--- src/rtl/rgm_dly.sv ---
// ----------------------------------------------------------------------------
// rgm_dly
// Enabled shift line that keeps side values level with a divider pipeline.
// ----------------------------------------------------------------------------
module rgm_dly #(
  parameter int W = 8,
  parameter int N = 4
) (
  input  logic         clk,
  input  logic         en,
  input  logic [W-1:0] d,
  output logic [W-1:0] q
);

  logic [W-1:0] tap [N];

  always_ff @(posedge clk) begin
    if (en) begin
      tap[0] <= d;
      for (int i = 1; i < N; i++) begin
        tap[i] <= tap[i-1];
      end
    end
  end

  assign q = tap[N-1];

endmodule

--- config.mk ---
export PLATFORM = sky130hd
export DESIGN_NAME = rgm_dly
export DESIGN_NICKNAME = d
export VERILOG_FILES = /design/src/rtl/rgm_dly.sv
export SDC_FILE = /design/constraint.sdc
export NUM_CORES = 1
export LEC_CHECK = 0
export BUFFER_PORTS_ARGS = -buffer_cell sky130_fd_sc_hd__clkbuf_2
export CORE_MARGIN = 2
export CORE_UTILIZATION = 46
export DETAILED_ROUTE_END_ITERATION = 8
export PLACE_DENSITY_LB_ADDON = 0.15
export SLEW_MARGIN = 20
export SYNTH_ARGS = -nofsm -noshare
export SYNTH_HDL_FRONTEND = slang
export SYNTH_SLANG_ARGS = --single-unit
--- constraint.sdc ---
create_clock -name clk -period 0.84 [get_ports clk]
set_input_delay 0.084 -clock clk [delete_from_list [all_inputs] [get_ports clk]]
set_output_delay 0.084 -clock clk [all_outputs]
set_load 0.02 [all_outputs]
==> flow_summary.yaml <==
status:
  status: "complete, but fails checks"
  violations: "setup timing"
global_routing:
  grt_overflow: 0
  grt_pass1_vias: 413
  grt_antenna_before_repair: 0
  grt_usage: 0.1161
  grt_pass1_wl_um: 1911
  grt_max_degree: 17
power:
  combPwrFrac: 0.055
  switching_power_mw: 0.5146
  seqPwrFrac: 0.694
  internal_power_mw: 2.232
  p_leak_nw: 0.4596
  switching_share: 0.1874
  p_per_area_nw_per_um2: 2208
  ir_drop_v: 0.001683
  clockPowerShare: 0.251
cts:
  cts_buffers: 5
  path_clk_slew_ns: 0.08
  clkLatencyLatePin_ns: 0.31
  cts.sinks: 32
  cts_htree_levels: 2
  post-cts-setup-buffer-count: 0
  ctsRootBufferMaster: "clkbuf_4"
  clk_path_buf_depth: 2
  cts_tree: "yes"
sta:
  finalSetupTns_ns: -0.5990
  tightest_slew_ns: 0.1180
  clock_skew_ns: 0.004881
  relSlewSlack: 0.9216
  rsz0062_at_grt: "true"
  timing.fmax_ghz: 1.069
  fin_ws_ns: -0.09573
  layout_min_cycle_time_ns: 0.9357
  period_share: 1.114
  whs_ns: 0.2056
  setup_viol: 8
  hold_violations: 0
  slew_violations: 0
detailed_routing:
  drtIter0Drc: 16
  viasPerCell: 4.495
  wl_per_cell_um: 12.95
  drt_pass1_iterations: 4
  drcViolationCount: 0
  via_count: 409
  ant_nets: 0
  finalWirelength_um: 1178
placement:
  port_buffers: 17
  place.gp.congestion: 0.6344
synth:
  avgSynthCellArea_um2: 30.03
  synth_warnings: 0
  seq_area_frac_synth: 1.000
  ys_types: 1
  synthTopCellsByArea: "edfxtp_1"
  yosys.area_share.simple: 0
  synth_mux_area_frac: 0
  synthCells: 32
  synth_top_area_share: 1.000
  synthAdderAreaFrac: 0
  synth_compound_area_frac: 0
  ys_ff_latch: 32
  synth.cell_area_um2: 960.9
  synth-xor-area-share: 0
  syn_nets: 42
  synth_top_area_cell: "edfxtp_1"
cells_and_area:
  antenna_cells: 0
  final_layout_size_suffix_gt1_frac: 0.3750
  top_regs: "tap (32)"
  top_register: "tap"
  finish.net_count: 76
  largest_register_ffs: 32
  multi_input_comb_cells: 0
  multiInputGateArea_um2: 0
  synthToLayoutAreaGrowth_pct: 29.43
critical_path:
  slowest_delay_ns: 0.38
  worst-path-buf-inv: 1
  cp-end-kind: "primary output"
  crit_path_top_delay_cell: "edfxtp_1"
  crit_family: "flip-flops"
  worstPathMaxFanout: 1
  critPathRequiredTime_ns: 0.76
  crit_type: "reg2out"
  critPathArrivalTime_ns: 0.85
  cp_cell_sequence: "buf_2"
  start_kind: "flop"
floorplanning:
  pin_count: 18
  coreArea_um2: 1962
  start_util: 0.4898
  die_w_um: 49.71
  die_y_um: 49.71
  dieArea_um2: 2471
  std_cell_rows: 16
job:
  maxCapViolations: 0
min_path:
  hp-class: "in2reg"
-- kinds of logic (layout without fill, tap and decap cells) --
kind of cell | count (synthesis) | in the layout
flops | 32 | 32
buf+inv | 0 | 32
-- final cells by class --
cell class              count  area (um2)
well taps                  27       33.78
clock buffers               5       37.54
flip-flops and latches     32       960.9
fillers                   157       718.2
repair buffers             27       211.5
-- routing by layer --
layer / vias to the layer above / track usage / part of all wire
li1: 196 / - / -
met1: 189 / 0.1194 / 0.37
met2: 22 / 0.1978 / 0.53
met3: 2 / 0.06364 / 0.090
met4: 0 / 0.04167 / 0.014
met5: - / 0 / 0
-- power groups by stage --
stage	Combinational [mW]	Clock, mW	Sequential (mW)
4_1_cts	0.146	0.718	1.91
6_report	0.152	0.690	1.90
5_1_grt	0.162	0.807	1.91
3_5_place_dp	0.118	0	1.94
3_3_place_gp	0.113	0	1.93
2_1_floorplan	0	0	1.96
-- layout by cell type (no fill, tap or decap), drive strengths merged --
cell | netlist | final
buf | 0 | 9
clkbuf | 0 | 15
dlygate4sd3 | 0 | 8
edfxtp | 32 | 32
-- synth_stat cells --
master / number
edfxtp_1: 32
-- through the flow --
stage | area [um2] | worst slack, ns | instances | total power, mW | util
floorplan | 960.9 | 0.2512 | 32 | 1.963 | -
global placement | 1120 | 0.1645 | 78 | 2.045 | 0.5708
detailed placement | 1120 | 0.1505 | 78 | 2.060 | 0.5708
CTS | 1237 | -0.1253 | 91 | 2.770 | 0.6307
global route | 1244 | -0.1544 | 91 | 2.882 | 0.6339
finish | 1244 | -0.09573 | 91 | 2.746 | 0.6339
-- repair_timing --
item                       4_1_cts  5_1_grt
setup endpoints to repair        8        8
pin swaps                        0        0
hold buffers                     8        0
hold endpoints to repair         8        0
gates resized for setup          0        9
-- worst paths after layout --
check / from / end / slack (ns) / cells past startpoint
worst max-delay path: tap[3][7] / q[7] / -0.1 / 1
worst min-delay path: en / tap[0][0] / 0.21 / 2
worst max register to register: tap[0][7] / tap[1][7] / 0.19 / 0
worst min register to register: tap[2][4] / tap[3][4] / 0.42 / 0
Power figures use the tool's default switching activity.
