`config.mk`:
```
export PLATFORM = sky130hd
export DESIGN_NAME = rgm_div
export DESIGN_NICKNAME = d
export VERILOG_FILES = /design/src/rtl/rgm_div.sv
export SDC_FILE = /design/constraint.sdc
export NUM_CORES = 2
export LEC_CHECK = 0
export BUFFER_PORTS_ARGS = -buffer_cell sky130_fd_sc_hd__buf_4
export CORE_MARGIN = 4
export CORE_UTILIZATION = 60
export CTS_CLUSTER_DIAMETER = 80
export DETAILED_ROUTE_END_ITERATION = 12
export GPL_TIMING_DRIVEN = 0
export HOLD_SLACK_MARGIN = 0.06
export PLACE_DENSITY = 0.76
export REMOVE_ABC_BUFFERS = 1
export SLEW_MARGIN = 0
export SYNTH_ARGS = -nofsm -noshare
export SYNTH_HDL_FRONTEND = slang
export SYNTH_MEMORY_MAX_BITS = 65536
export SYNTH_SLANG_ARGS = --single-unit
```
`constraint.sdc`:
```
create_clock -name clk -period 8.6 [get_ports clk]
set_clock_uncertainty 0.2 [all_clocks]
set_input_delay 1.72 -clock clk [delete_from_list [all_inputs] [get_ports clk]]
set_output_delay 1.72 -clock clk [all_outputs]
set_load 0.01 [all_outputs]
```
`src/rtl/rgm_div.sv`:
```
// ----------------------------------------------------------------------------
// rgm_div
// Pipelined restoring divider, one quotient bit per stage.
// ----------------------------------------------------------------------------
module rgm_div #(
  parameter int NW = 38,
  parameter int DW = 24,
  parameter int QW = 38
) (
  input  logic          clk,
  input  logic          en,
  input  logic [NW-1:0] num,
  input  logic [DW-1:0] den,
  output logic [QW-1:0] quo
);

  // The quotient must fit in QW bits, so the bits above QW start below den.
  logic [DW-1:0] rem  [1:QW];
  logic [QW-1:0] bits [1:QW];
  logic [QW-1:0] qacc [1:QW];
  logic [DW-1:0] dsr  [1:QW];

  logic [DW-1:0] rem0;
  logic [QW-1:0] bits0;

  assign rem0  = DW'(num >> QW);
  assign bits0 = num[QW-1:0];

  for (genvar s = 1; s <= QW; s++) begin : g_stage
    logic [DW-1:0] prev_rem;
    logic [QW-1:0] prev_bits;
    logic [QW-1:0] prev_q;
    logic [DW-1:0] prev_den;
    logic [DW:0]   trial;
    logic          ge;

    if (s == 1) begin : g_first
      assign prev_rem  = rem0;
      assign prev_bits = bits0;
      assign prev_q    = '0;
      assign prev_den  = den;
    end else begin : g_next
      assign prev_rem  = rem[s-1];
      assign prev_bits = bits[s-1];
      assign prev_q    = qacc[s-1];
      assign prev_den  = dsr[s-1];
    end

    assign trial = {prev_rem, prev_bits[QW-1]};
    assign ge    = (trial >= {1'b0, prev_den});

    always_ff @(posedge clk) begin
      if (en) begin
        rem[s]  <= ge ? DW'(trial - {1'b0, prev_den}) : trial[DW-1:0];
        bits[s] <= prev_bits << 1;
        qacc[s] <= {prev_q[QW-2:0], ge};
        dsr[s]  <= prev_den;
      end
    end
  end

  assign quo = qacc[QW];

endmodule

```
==> summary.md <==
| Metric | Value |
|---|---|
| Clock buffer depth | 4 |
| Leak | 0.0660 uW |
| Area leader, netlist | edfxtp_1 |
| Yosys warns | 0 |
| Fillers | 17300 |
| Top cell type's share of synthesized area | 64.1% |
| CTS H-tree lvls | 5 |
| GR Util met3 | 3.51% |
| Drt total wl | 312 mm |
| Die area | 0.260 mm^2 |
| Via density | 5.83 |
| Synth Area per Inst | 13.5 um^2 |
| Crit Path Class | reg -> reg |
| Initial antenna violation count | 11 |
| Pin count of the biggest net entering global routing | 200 |
| Finished Layout Cells | 15100 |
| Met2 Track Usage GR | 39.6% |
| Worst Path Required | 9.02 ns |
| Postcts setup bufs | 0 |
| Inst Count DP | 14500 |
| FMAX | 188 MHz |
| Hold Buf Count CTS | 0 |
| CP max stage cell | clkinv_1 |
| Nature of the critical path endpoint | flip-flop |
| Crit path max fanout | 39 |
| Yosys reg bits | 3220 |
| Worst VDD drop | 0.000385 V |
| Final Core Density | 67.1% |
| Worst hold path class | reg -> reg |
| CP max stage delay | 1.05 ns |
| Total GRT Usage | 23.8% |
| Cell chain of the critical path | ha_1 > a21oi_1 > nand3b_1 > and3b_1 > nor2_1 > a211oi_1 > o21a_1 > o211ai_1 > nand2_1 > clkinv_1 > mux2_2 |
| Status | finished clean |
| Leading post-synthesis cells by cell area | edfxtp_1 (64%), ha_1 (7.4%), mux2_2 (3.7%) |
| Slew margin rel. | 8.32% |
| Worst Max-Slew Pin Slew | 1.36 ns |
| Slew Viols, Final | 0 |
| Critical Path AT | 5.74 ns |
| Register Area | 0.0967 mm^2 |
| Gp weighted congestion | 0.923 |
| Post-synth EDFFs | 3220 |
| Post-synth top cells | edfxtp_1 (3220), inv_1 (1161), ha_1 (890), a21oi_1 (776), nor2_1 (566) |
| Detailed Route Iter0 Violations | 7266 |
| Wire per inst | 20.7 um |
| Min Tclk post-route | 5.32 ns |
| Root Buffer | clkbuf_16 |
| Post-cts sizing count | 0 |
| Number of distinct library cells after synthesis | 86 |
| RSZ-0062 raised after global routing | no |
| PortBufs | 101 |
| Core Area | 0.250 mm^2 |
| DR DRC count | 0 |
| Maxcap violations | 0 |
| Top FF cell, synth | edfxtp_1 |
| Endpoints failing hold | 0 |
| Mapped Cells | 11200 |
| Power Dens Cells | 374 mW/mm^2 |
| Share of layout cells above drive strength 1 | 10.1% |
| TritonCTS clock tree | done |
| Nets | 12500 |
| # clock sinks | 3220 |
| Worst hold slack | 0.201 ns |
| Seq/Total Area, Yosys | 64.1% |
| Top-Level Pins | 102 |
| Area growth syn-to-layout | 10.9% |
| GR Overflow Total | 0 |
| Drt pass-1 iters | 6 |
| Vias in the first global route | 88100 |
| Routed Antenna Nets | 0 |
| Fin crit share | 61.9% |
| DPL Wire Length | 218 mm |
| Setup WS post-layout | 3.28 ns |
| Reg clk slew, reported paths | 0.06 ns |
| Initial Util | 60.5% |
| Async SR Flop Fraction | 0% |
| GRT busiest layer | met2 |
| Crit path buf inv count | 1 |
| Die width | 510 um |
| Area occupied by multi-input gates | 0.0494 mm^2 |
| Clk_lat worst skew | 0.88 ns |
| Most frequent cell after synthesis | edfxtp_1 |
| Setup TNS | 0 ns |
| Crit start category | flip-flop |
| Via count | 87900 |
| Num CTS Buffers | 337 |
| Worst path top cell family by delay | simple AND/OR/NAND/NOR gates |
| Die Ht | 510 um |
| Row count | 183 |
| First-pass GRT wire length | 488 mm |
| Grt met1 use | 32.1% |
| DP Worst Slack | 2.41 ns |
| Cell Area, Synth | 0.151 mm^2 |
| Final setup vio count | 0 |
-- report_power, final --
| group | internal [uW] | total, uW | switching (uW) |
|---|---|---|---|
| clock network | 8450 | 14500 | 6060 |
| registers | 21900 | 23700 | 1830 |
| logic | 10900 | 24400 | 13500 |
-- per-layer routing --
metal	share of wire (%)	up-vias
met5	0	-
met4	3.9	0
met3	5.4	628
met2	48	2497
met1	43	42800
li1	-	42000
-- registers in the layout, indices dropped and copies added (netlist names) --
| register | cells |
|---|---|
| bits | 703 |
| rem | 888 |
| dsr | 888 |
| qacc | 741 |
-- per-stage QoR --
stage	instance area, um^2	power (uW)
floorplan	150000	41200
global placement	155000	47700
detailed placement	156000	47800
CTS	167000	62800
global route	167000	66400
finish	167000	62600
-- path summary, 6_finish.rpt --
path | from | to | slack (ns) | cells past startpoint
setup / recovery | rem[1][5]$_DFFE_PP_ | rem[1][35]$_DFFE_PP_ | 3.28 | 11
hold / removal | bits[0][419]$_DFFE_PP_ | bits[0][457]$_DFFE_PP_ | 0.20 | 0
setup reg to reg | rem[1][5]$_DFFE_PP_ | rem[1][35]$_DFFE_PP_ | 3.28 | 11
hold reg to reg | bits[0][419]$_DFFE_PP_ | bits[0][457]$_DFFE_PP_ | 0.20 | 0
-- layout by cell type (no fill, tap or decap), types with 53 or more instances in the layout --
cell       synthesis  routed
xor2_1           233     233
clkinv_1           2      83
xnor2_1          465     465
edfxtp_1        3220    3220
nand2b_1         132     131
clkbuf_16          0     339
nand4_1          100     100
clkbuf_1         147      69
o21ai_0          500     500
nor2_1           566     566
a21oi_1          776     769
a31oi_1           76      75
mux2i_1           57      57
inv_1           1161    1161
buf_4              2     100
nor3_1           139     139
o21bai_1         103     103
mux2_2           493     493
nand3_1          154     154
o31ai_1           55      55
and3_1            66      65
a21o_1           381     381
nand2_1          530     529
ha_1             890     890
nor2b_1          119     119
o21a_1           118     118
a21boi_0          53      53
-- cell type report --
cell class	instances	area share (%)
well taps	3330	2.49
diodes	7	0.0105
inverters	1163	2.61
clock buffers	408	5.22
flip-flops and latches	3220	57.8
repair buffers	140	0.989
multi-input cells	6623	29.5
clock inverters	198	1.37
-- kinds of logic after synthesis --
kind of cell,Yosys count,synth area share (%)
flip-flops,3220,64.1
AO/OA/AOI/OAI,2411,10.1
AND/OR/NAND/NOR,2023,6.42
buffers and inverters,1340,3.36
adder cells (fa/ha/maj),926,7.85
XOR/XNOR,698,4.05
multiplexers,565,4.17
No activity file was read; power rests on OpenSTA's default activity.
